### src/rtl/core/acea_pkg.sv
// ----------------------------------------------------------------------------
// ANSI color escape parser package
// Shared result, job and queue status types, byte codes and the color remap.
// ----------------------------------------------------------------------------
package acea_pkg;

  localparam int unsigned MaxRes  = 4;
  localparam int unsigned CntW    = 3;
  localparam int unsigned QDepth  = 2;
  localparam int unsigned QPtrW   = 1;

  localparam logic KIND_TEXT = 1'b0;
  localparam logic KIND_ATTR = 1'b1;

  localparam logic [7:0] BYTE_ESC   = 8'd27;
  localparam logic [7:0] BYTE_BSL   = 8'h5c;
  localparam logic [7:0] BYTE_LBR   = 8'h5b;
  localparam logic [7:0] BYTE_M     = 8'h6d;
  localparam logic [7:0] BYTE_SEMI  = 8'h3b;
  localparam logic [7:0] BYTE_ZERO  = 8'h30;
  localparam logic [7:0] BYTE_ONE   = 8'h31;
  localparam logic [7:0] BYTE_THREE = 8'h33;
  localparam logic [7:0] BYTE_FOUR  = 8'h34;
  localparam logic [7:0] BYTE_SEVEN = 8'h37;
  localparam logic [7:0] BYTE_NINE  = 8'h39;

  localparam logic [3:0] CODE_BRBG = 4'd1;
  localparam logic [3:0] CODE_FG   = 4'd3;
  localparam logic [3:0] CODE_BG   = 4'd4;
  localparam logic [3:0] CODE_BRFG = 4'd9;
  localparam logic [3:0] CODE_BAD  = 4'd15;

  localparam logic [15:0] MASK_FG = 16'h00f0;
  localparam logic [15:0] MASK_BG = 16'h000f;

  typedef struct packed {
    logic        kind;
    logic [15:0] value;
  } res_t;

  typedef struct packed {
    logic [CntW-1:0]     cnt;
    res_t [MaxRes-1:0]   res;
  } job_t;

  typedef struct packed {
    logic full;
    logic empty;
  } q_stat_t;

  function automatic logic [3:0] color_map(input logic [2:0] d);
    logic [3:0] v;
    case (d)
      3'd0:    v = 4'd0;
      3'd1:    v = 4'd4;
      3'd2:    v = 4'd2;
      3'd3:    v = 4'd6;
      3'd4:    v = 4'd1;
      3'd5:    v = 4'd5;
      3'd6:    v = 4'd3;
      3'd7:    v = 4'd7;
      default: v = 4'd0;
    endcase
    return v;
  endfunction

  function automatic res_t mk_text(input logic [7:0] b);
    res_t r;
    r.kind  = KIND_TEXT;
    r.value = {8'd0, b};
    return r;
  endfunction

  function automatic res_t mk_attr(input logic [15:0] v);
    res_t r;
    r.kind  = KIND_ATTR;
    r.value = v;
    return r;
  endfunction

endpackage

### src/rtl/core/ansi_color_escape_to_attribute.sv
// ----------------------------------------------------------------------------
// ANSI color escape to console attribute converter
// Passes text bytes and turns SGR color escapes into attribute words.
//
//   channel  | dir | tdata            | tuser       | tlast
//   s_axis   | in  | [7:0] in_byte    | -           | end_of_stream
//   m_axis   | out | [15:0] out_value | [0] kind    | last
//   cfg      | in  | [15:0] default_attr (cfg_data_i), always ready
//
// Input takes one byte per cycle while the job queue has room; the parser state is registered.
// Each byte yields 0 to 4 result items, one per cycle from the output register while out_ready is high.
// A two-entry job queue lets input continue while results drain.
// Reset clears parser state, queue and output valid; default_attr resets to 7.
// Input stalls only when the job queue is full.
// ----------------------------------------------------------------------------
module ansi_color_escape_to_attribute (
  input  logic        clk_i,
  input  logic        rst_ni,
  input  logic        s_axis_tvalid,
  output logic        s_axis_tready,
  input  logic [7:0]  s_axis_tdata,  // [7:0] in_byte
  input  logic        s_axis_tlast,
  output logic        m_axis_tvalid,
  input  logic        m_axis_tready,
  output logic [15:0] m_axis_tdata,  // [15:0] out_value
  output logic        m_axis_tuser,  // [0] kind
  output logic        m_axis_tlast,
  input  logic        cfg_valid_i,
  output logic        cfg_ready_o,
  input  logic [15:0] cfg_data_i
);
  import acea_pkg::*;

  logic [15:0] dflt_q, dflt_d;
  logic        push;
  logic        pop;
  job_t        job_in;
  job_t        job_out;
  q_stat_t     q_stat;

  assign cfg_ready_o = 1'b1;
  assign dflt_d      = (cfg_valid_i && cfg_ready_o) ? cfg_data_i : dflt_q;

  always_ff @(posedge clk_i or negedge rst_ni) begin
    if (!rst_ni) begin
      dflt_q <= 16'd7;
    end else begin
      dflt_q <= dflt_d;
    end
  end

  acea_front u_front (
    .clk_i          (clk_i),
    .rst_ni         (rst_ni),
    .in_valid_i     (s_axis_tvalid),
    .in_ready_o     (s_axis_tready),
    .in_byte_i      (s_axis_tdata),
    .in_eos_i       (s_axis_tlast),
    .default_attr_i (dflt_q),
    .q_stat_i       (q_stat),
    .push_o         (push),
    .job_o          (job_in)
  );

  acea_queue u_queue (
    .clk_i  (clk_i),
    .rst_ni (rst_ni),
    .push_i (push),
    .job_i  (job_in),
    .pop_i  (pop),
    .job_o  (job_out),
    .stat_o (q_stat)
  );

  acea_back u_back (
    .clk_i       (clk_i),
    .rst_ni      (rst_ni),
    .job_i       (job_out),
    .q_stat_i    (q_stat),
    .pop_o       (pop),
    .out_valid_o (m_axis_tvalid),
    .out_ready_i (m_axis_tready),
    .out_kind_o  (m_axis_tuser),
    .out_value_o (m_axis_tdata),
    .out_last_o  (m_axis_tlast)
  );

  a_push_room: assert property (@(posedge clk_i) disable iff (!rst_ni)
    push |-> !q_stat.full)
    else $error("job pushed into full queue");

  a_pop_data: assert property (@(posedge clk_i) disable iff (!rst_ni)
    pop |-> !q_stat.empty)
    else $error("job popped from empty queue");

  a_stat_sane: assert property (@(posedge clk_i) disable iff (!rst_ni)
    !(q_stat.full && q_stat.empty))
    else $error("queue both full and empty");

  a_job_cnt: assert property (@(posedge clk_i) disable iff (!rst_ni)
    !q_stat.empty |-> (job_out.cnt != 3'd0 && job_out.cnt <= 3'd4))
    else $error("queued job has bad result count");

endmodule

### src/rtl/core/acea_front.sv
// ----------------------------------------------------------------------------
// ANSI color escape parser front end
// Accepts bytes, runs the escape state machine and emits at most one job per accepted byte.
// ----------------------------------------------------------------------------
module acea_front (
  input  logic             clk_i,
  input  logic             rst_ni,
  input  logic             in_valid_i,
  output logic             in_ready_o,
  input  logic [7:0]       in_byte_i,
  input  logic             in_eos_i,
  input  logic [15:0]      default_attr_i,
  input  acea_pkg::q_stat_t q_stat_i,
  output logic             push_o,
  output acea_pkg::job_t   job_o
);
  import acea_pkg::*;

  typedef enum logic [8:0] {
    M_IDLE    = 9'b000000001,
    M_BS      = 9'b000000010,
    M_BS0     = 9'b000000100,
    M_BS03    = 9'b000001000,
    M_ESC     = 9'b000010000,
    M_PFIRST  = 9'b000100000,
    M_PSECOND = 9'b001000000,
    M_PTHIRD  = 9'b010000000,
    M_SEP     = 9'b100000000
  } mode_e;

  mode_e       mode_q, mode_d;
  logic [15:0] attr_q, attr_d;
  logic [3:0]  code_q, code_d;
  logic        halt_q, halt_d;
  logic        accept;
  logic        digit07;
  logic        code_ok;
  job_t        job;

  function automatic logic [15:0] apply_attr(input logic [3:0] code, input logic [2:0] d,
                                             input logic [15:0] ra);
    logic [3:0]  v;
    logic [15:0] r;
    v = color_map(d);
    case (code)
      CODE_FG:   r = {12'd0, v} + (ra & MASK_FG);
      CODE_BG:   r = {8'd0, v, 4'd0} + (ra & MASK_BG);
      CODE_BRFG: r = {12'd0, v | 4'd8} + (ra & MASK_FG);
      default:   r = {8'd0, v | 4'd8, 4'd0} + (ra & MASK_BG);
    endcase
    return r;
  endfunction

  assign in_ready_o = !q_stat_i.full;
  assign accept     = in_valid_i && in_ready_o;
  assign digit07    = (in_byte_i >= BYTE_ZERO) && (in_byte_i <= BYTE_SEVEN);
  assign code_ok    = (in_byte_i == BYTE_ONE) || (in_byte_i == BYTE_THREE) ||
                      (in_byte_i == BYTE_FOUR) || (in_byte_i == BYTE_NINE);

  always_comb begin
    mode_d = mode_q;
    attr_d = attr_q;
    code_d = code_q;
    halt_d = halt_q;
    job    = '0;
    if (accept && !halt_q) begin
      if (in_eos_i) begin
        case (mode_q)
          M_BS: begin
            job.res[0] = mk_text(BYTE_BSL);
            job.res[1] = mk_attr(default_attr_i);
            job.cnt    = 3'd2;
          end
          M_BS0: begin
            job.res[0] = mk_text(BYTE_BSL);
            job.res[1] = mk_text(BYTE_ZERO);
            job.res[2] = mk_attr(default_attr_i);
            job.cnt    = 3'd3;
          end
          M_BS03: begin
            job.res[0] = mk_text(BYTE_BSL);
            job.res[1] = mk_text(BYTE_ZERO);
            job.res[2] = mk_text(BYTE_THREE);
            job.res[3] = mk_attr(default_attr_i);
            job.cnt    = 3'd4;
          end
          M_ESC: begin
            job.res[0] = mk_text(BYTE_ESC);
            job.res[1] = mk_attr(default_attr_i);
            job.cnt    = 3'd2;
          end
          default: begin
            job.res[0] = mk_attr(default_attr_i);
            job.cnt    = 3'd1;
          end
        endcase
        halt_d = 1'b1;
        mode_d = M_IDLE;
      end else begin
        case (mode_q)
          M_BS: begin
            if (in_byte_i == BYTE_ZERO) begin
              mode_d = M_BS0;
            end else begin
              job.res[0] = mk_text(BYTE_BSL);
              job.res[1] = mk_text(in_byte_i);
              job.cnt    = 3'd2;
              mode_d     = M_IDLE;
            end
          end
          M_BS0: begin
            if (in_byte_i == BYTE_THREE) begin
              mode_d = M_BS03;
            end else begin
              job.res[0] = mk_text(BYTE_BSL);
              job.res[1] = mk_text(BYTE_ZERO);
              job.res[2] = mk_text(in_byte_i);
              job.cnt    = 3'd3;
              mode_d     = M_IDLE;
            end
          end
          M_BS03: begin
            if (in_byte_i == BYTE_THREE) begin
              mode_d = M_ESC;
            end else begin
              job.res[0] = mk_text(BYTE_BSL);
              job.res[1] = mk_text(BYTE_ZERO);
              job.res[2] = mk_text(BYTE_THREE);
              job.res[3] = mk_text(in_byte_i);
              job.cnt    = 3'd4;
              mode_d     = M_IDLE;
            end
          end
          M_ESC: begin
            if (in_byte_i == BYTE_LBR) begin
              attr_d = '0;
              mode_d = M_PFIRST;
            end else begin
              job.res[0] = mk_text(BYTE_ESC);
              job.res[1] = mk_text(in_byte_i);
              job.cnt    = 3'd2;
              mode_d     = M_IDLE;
            end
          end
          M_PFIRST: begin
            if (in_byte_i == BYTE_ZERO) begin
              attr_d = default_attr_i;
              mode_d = M_SEP;
            end else begin
              code_d = code_ok ? in_byte_i[3:0] : CODE_BAD;
              mode_d = M_PSECOND;
            end
          end
          M_PSECOND: begin
            if (digit07 &&
                (code_q == CODE_FG || code_q == CODE_BG || code_q == CODE_BRFG)) begin
              attr_d = apply_attr(code_q, in_byte_i[2:0], attr_q);
              mode_d = M_SEP;
            end else if (digit07 && code_q == CODE_BRBG && in_byte_i == BYTE_ZERO) begin
              mode_d = M_PTHIRD;
            end else begin
              job.res[0] = mk_attr(default_attr_i);
              job.cnt    = 3'd1;
              halt_d     = 1'b1;
              mode_d     = M_IDLE;
            end
          end
          M_PTHIRD: begin
            if (digit07) begin
              attr_d = apply_attr(CODE_BRBG, in_byte_i[2:0], attr_q);
              mode_d = M_SEP;
            end else begin
              job.res[0] = mk_attr(default_attr_i);
              job.cnt    = 3'd1;
              halt_d     = 1'b1;
              mode_d     = M_IDLE;
            end
          end
          M_SEP: begin
            if (in_byte_i == BYTE_SEMI) begin
              mode_d = M_PFIRST;
            end else if (in_byte_i == BYTE_M) begin
              job.res[0] = mk_attr(attr_q);
              job.cnt    = 3'd1;
              mode_d     = M_IDLE;
            end else begin
              mode_d = M_IDLE;
            end
          end
          default: begin
            if (in_byte_i == BYTE_BSL) begin
              mode_d = M_BS;
            end else if (in_byte_i == BYTE_ESC) begin
              mode_d = M_ESC;
            end else begin
              job.res[0] = mk_text(in_byte_i);
              job.cnt    = 3'd1;
              mode_d     = M_IDLE;
            end
          end
        endcase
      end
    end
  end

  assign push_o = (job.cnt != 3'd0);
  assign job_o  = job;

  always_ff @(posedge clk_i or negedge rst_ni) begin
    if (!rst_ni) begin
      mode_q <= M_IDLE;
      attr_q <= '0;
      code_q <= '0;
      halt_q <= 1'b0;
    end else begin
      mode_q <= mode_d;
      attr_q <= attr_d;
      code_q <= code_d;
      halt_q <= halt_d;
    end
  end

endmodule

### src/rtl/core/acea_queue.sv
// ----------------------------------------------------------------------------
// ANSI color escape parser job queue
// Short register queue of result jobs between the front and back ends.
// ----------------------------------------------------------------------------
module acea_queue (
  input  logic              clk_i,
  input  logic              rst_ni,
  input  logic              push_i,
  input  acea_pkg::job_t    job_i,
  input  logic              pop_i,
  output acea_pkg::job_t    job_o,
  output acea_pkg::q_stat_t stat_o
);
  import acea_pkg::*;

  job_t             mem_q [QDepth];
  logic [QPtrW-1:0] wr_q, wr_d;
  logic [QPtrW-1:0] rd_q, rd_d;
  logic [QPtrW:0]   cnt_q, cnt_d;
  logic             do_push;
  logic             do_pop;

  assign stat_o.full  = (cnt_q == (QPtrW+1)'(QDepth));
  assign stat_o.empty = (cnt_q == '0);
  assign do_push      = push_i && !stat_o.full;
  assign do_pop       = pop_i && !stat_o.empty;
  assign job_o        = mem_q[rd_q];

  always_comb begin
    wr_d  = do_push ? wr_q + 1'b1 : wr_q;
    rd_d  = do_pop ? rd_q + 1'b1 : rd_q;
    cnt_d = cnt_q;
    if (do_push && !do_pop) begin
      cnt_d = cnt_q + 1'b1;
    end else if (do_pop && !do_push) begin
      cnt_d = cnt_q - 1'b1;
    end
  end

  always_ff @(posedge clk_i) begin
    if (do_push) begin
      mem_q[wr_q] <= job_i;
    end
  end

  always_ff @(posedge clk_i or negedge rst_ni) begin
    if (!rst_ni) begin
      wr_q  <= '0;
      rd_q  <= '0;
      cnt_q <= '0;
    end else begin
      wr_q  <= wr_d;
      rd_q  <= rd_d;
      cnt_q <= cnt_d;
    end
  end

endmodule

### src/rtl/core/acea_back.sv
// ----------------------------------------------------------------------------
// ANSI color escape parser back end
// Serializes each job into result items through a registered output stage.
// ----------------------------------------------------------------------------
module acea_back (
  input  logic              clk_i,
  input  logic              rst_ni,
  input  acea_pkg::job_t    job_i,
  input  acea_pkg::q_stat_t q_stat_i,
  output logic              pop_o,
  output logic              out_valid_o,
  input  logic              out_ready_i,
  output logic              out_kind_o,
  output logic [15:0]       out_value_o,
  output logic              out_last_o
);
  import acea_pkg::*;

  logic [1:0]  idx_q, idx_d;
  logic        vld_q, vld_d;
  logic        kind_q, kind_d;
  logic [15:0] val_q, val_d;
  logic        last_q, last_d;
  logic        load;
  logic        is_last;
  res_t        cur;

  assign load    = !vld_q || out_ready_i;
  assign cur     = job_i.res[idx_q];
  assign is_last = ({1'b0, idx_q} + 3'd1) == job_i.cnt;

  always_comb begin
    idx_d  = idx_q;
    vld_d  = vld_q;
    kind_d = kind_q;
    val_d  = val_q;
    last_d = last_q;
    pop_o  = 1'b0;
    if (load) begin
      vld_d = !q_stat_i.empty;
      if (!q_stat_i.empty) begin
        kind_d = cur.kind;
        val_d  = cur.value;
        last_d = is_last;
        if (is_last) begin
          pop_o = 1'b1;
          idx_d = '0;
        end else begin
          idx_d = idx_q + 2'd1;
        end
      end
    end
  end

  always_ff @(posedge clk_i) begin
    kind_q <= kind_d;
    val_q  <= val_d;
    last_q <= last_d;
  end

  always_ff @(posedge clk_i or negedge rst_ni) begin
    if (!rst_ni) begin
      idx_q <= '0;
      vld_q <= 1'b0;
    end else begin
      idx_q <= idx_d;
      vld_q <= vld_d;
    end
  end

  assign out_valid_o = vld_q;
  assign out_kind_o  = kind_q;
  assign out_value_o = val_q;
  assign out_last_o  = last_q;

endmodule

### config.mk
export PLATFORM = sky130hd
export DESIGN_NAME = ansi_color_escape_to_attribute
export DESIGN_NICKNAME = d
export VERILOG_FILES = /design/src/rtl/core/acea_pkg.sv /design/src/rtl/core/ansi_color_escape_to_attribute.sv /design/src/rtl/core/acea_front.sv /design/src/rtl/core/acea_queue.sv /design/src/rtl/core/acea_back.sv
export SDC_FILE = /design/constraint.sdc
export NUM_CORES = 1
export LEC_CHECK = 0
export BUFFER_PORTS_ARGS = -buffer_cell sky130_fd_sc_hd__buf_2
export CAP_MARGIN = 10
export CELL_PAD_IN_SITES_DETAIL_PLACEMENT = 1
export CELL_PAD_IN_SITES_GLOBAL_PLACEMENT = 1
export CORE_UTILIZATION = 46
export DETAILED_ROUTE_END_ITERATION = 10
export GPL_TIMING_DRIVEN = 1
export PLACE_DENSITY = 0.86
export SLEW_MARGIN = 25
export SYNTH_ARGS = -nofsm -noshare
export SYNTH_HDL_FRONTEND = slang
export SYNTH_SLANG_ARGS = --single-unit
### constraint.sdc
create_clock -name clk_i -period 6 [get_ports clk_i]
set_input_delay 0.6 -clock clk_i [delete_from_list [all_inputs] [get_ports clk_i]]
set_output_delay 0.6 -clock clk_i [all_outputs]
set_load 0.02 [all_outputs]
==> results.toml <==
[status]
status = "finished, final reports clean"

[yosys]
syn_inst = 718
synth_area_um2 = 9850
synth_compound_area_frac = 0.0895
yosys_most_used_dff = "edfxtp_1"
async_flop_share = 0.249
synth_top_area_cell = "edfxtp_1"
ys_ff_latch = 213
synth_top_area_frac = 0.488
synth_top_family_by_area = "multiplexers"
synthMuxAreaShare = 0.133
yosys.area_share.simple = 0.120
synth_fa_ha_area_frac = 0.00254
synth_nets = 750
syn_area_per_cell_um2 = 13.7
synth_common_cells = "160 x edfxtp_1, 54 x nand2_1, 53 x nor2_1, 49 x dfrtp_1, 41 x clkbuf_1"
synth_cell_types = 68
synth.most_common_cell = "edfxtp_1"
synth_xor_area_frac = 0.0107
synth-seq-area-share = 0.623
synth_area_leaders = "edfxtp_1 49%, dfrtp_1 12%, mux4_2 7.8%"
synth_edf_count = 160
ys.warnings.count = 0

[power_and_ir_drop]
power.switching_mw = 1.31
intPower_mw = 3.22
p_comb_frac = 0.239
irDropWorstVdd_v = 0.000272
seqPwrFrac = 0.442
powerDensity_nw_per_um2 = 408
p_sw_frac = 0.290
p_clk_frac = 0.320
p_leak_nw = 3.98

[worst_setup_path]
cp_top_family = "simple AND/OR/NAND/NOR gates"
cpMaxStageDelayCell = "nor4_1"
path_class = "reg2reg"
endpoint_kind = "register"
r2r_end = "u_queue.mem_q[1][39]"
slowest_delay_ns = 0.79
cp-start-kind = "register"
cp.arrival_ns = 4.09
timing.rr.start = "u_front.mode_q[7]"
crit_buf_inv = 1
cp.required_ns = 6.15
crit_fanout = 58
rr_worst_depth = 7
path_cells = "nor4_1, nand4b_1, nand3_1, o311a_1, o21a_1, or2_2, buf_4"
r2r_slack_ns = 2.06
crit_cells = 7

[global_route]
grt_max_degree = 59
antenna_found_initial = 0
grt_first_pass_wirelength_um = 39400
grt-ovfl-total = 0
grt_pass1_vias = 6748
grt_usage = 0.238

[clocking]
cts_num_sinks = 213
cts_buffer_depth = 3
tritoncts = "yes"
numCtsBuffers = 23
hold_buffers = 0
root_buffer = "clkbuf_16"
cts_setup_buffers = 0
path_clk_slew_ns = 0.06
clkLatencyLatePin_ns = 0.53
cts-htree-levels = 1
postCtsResizedCells = 0

[detailed_routing]
routed_via_density = 6.24
drt_first_pass_iters = 8
routed_wirelength_um = 25600
vias = 6518
drt_iter0_markers = 663
detail-route-antenna-nets = 0
wire_per_inst_um = 24.5
remaining_drc_errors = 0

[sta]
rsz0062_at_grt = "no"
period_share = 0.657
setup_viol = 0
hold_viol = 0
finalClockSkew_ns = 0.0210
slew_headroom = 0.343
layout_setup_ws_ns = 2.06
hold_slack_ns = 0.210
report.final.slew_viol_count = 0
tightest_slew_ns = 0.986
period_needed_ns = 3.94
fmax_mhz = 254
setup_tns_ns = 0

[floorplanning]
die_w_um = 148
start_util = 0.469
dieArea_um2 = 22000
ios = 51
core_um2 = 21000
rows = 53
chipHeight_um = 148

[layout]
drive_gt1_frac = 0.239
antennaDiodeCount = 0
final_cell_count_no_fill = 1045
final_nets = 785
area_growth_pct = 12.9

[place]
dp_hpwl_um = 17200
dp_slack_ns = 1.82
gp_congestion = 0.948
io_buffers = 49
placed_cells = 1003

[run]
cap_violations = 0

[hold_path]
min_path_type = "in2async"
==> cells by family after synthesis <==
| logic type | after synthesis |
|---|---|
| other cells | 1 |
| buf+inv | 53 |
| flops | 213 |
| fa+ha+maj | 2 |
| xor+xnor | 12 |
| simple gates | 223 |
| compound gates | 132 |
| mux | 82 |
==> state kept, by name, summed over array words and instances, names as in the netlist, 2 cells and up <==
signal              count
u_back.idx_q            2
u_queue.cnt_q           2
u_front.attr_q         16
dflt_q                 16
u_front.code_q          4
u_front.mode_q          9
u_queue.mem_q         142
u_back.out_value_o     16
==> layout by cell type, fill, tap and decap left out, drive strengths merged, types with 26 or more instances in the layout <==
cell	instances
edfxtp	160
buf	59
nand2	54
nor2	53
dfrtp	49
mux2	43
o21ai	39
mux4	34
clkbuf	33
and2	26
==> power by group through the flow <==
stage	Sequential, mW	Clock, mW	Combinational (mW)
3_3_place_gp	2.02	0	1.04
5_1_grt	2.03	1.52	1.16
4_1_cts	2.01	1.48	1.10
2_1_floorplan	2.07	0	0.706
6_report	2.00	1.45	1.08
3_5_place_dp	2.03	0	1.09
==> per-stage QoR <==
| stage | area, um^2 | total power, mW | utilization |
|---|---|---|---|
| global route | 11100 | 4.71 | 0.529 |
| floorplan | 9860 | 2.77 | - |
| CTS | 11100 | 4.59 | 0.529 |
| detailed placement | 10400 | 3.12 | 0.492 |
| global placement | 10400 | 3.06 | 0.492 |
| finish | 11100 | 4.54 | 0.529 |
==> worst max path at each step <==
stage	from	slack, ns	end
floorplan	s_axis_tdata[6]	1.04	u_queue.mem_q[0][0]
CTS	u_front.mode_q[7]	2.07	u_queue.mem_q[1][39]
global route	u_front.mode_q[7]	1.80	u_queue.mem_q[1][47]
detailed placement	s_axis_tdata[6]	1.82	u_queue.mem_q[1][59]
global placement	s_axis_tdata[6]	1.93	u_queue.mem_q[1][42]
finish	u_front.mode_q[7]	2.06	u_queue.mem_q[1][39]
==> routing by layer <==
layer	global-route usage	wire, um
met1	0.311	10400
met2	0.405	12700
met3	0.0387	1690
met4	0.0804	824
met5	0	0
==> cell type report <==
class	count	area, um^2
Fill cell	2088	9890
Multi-Input combinational cell	452	3530
Clock inverter	9	138
Timing Repair Buffer	59	333
Tap cell	275	344
Sequential cell	213	6140
Inverter	4	15.0
Clock buffer	33	633
(Power assumes the default switching activity.)
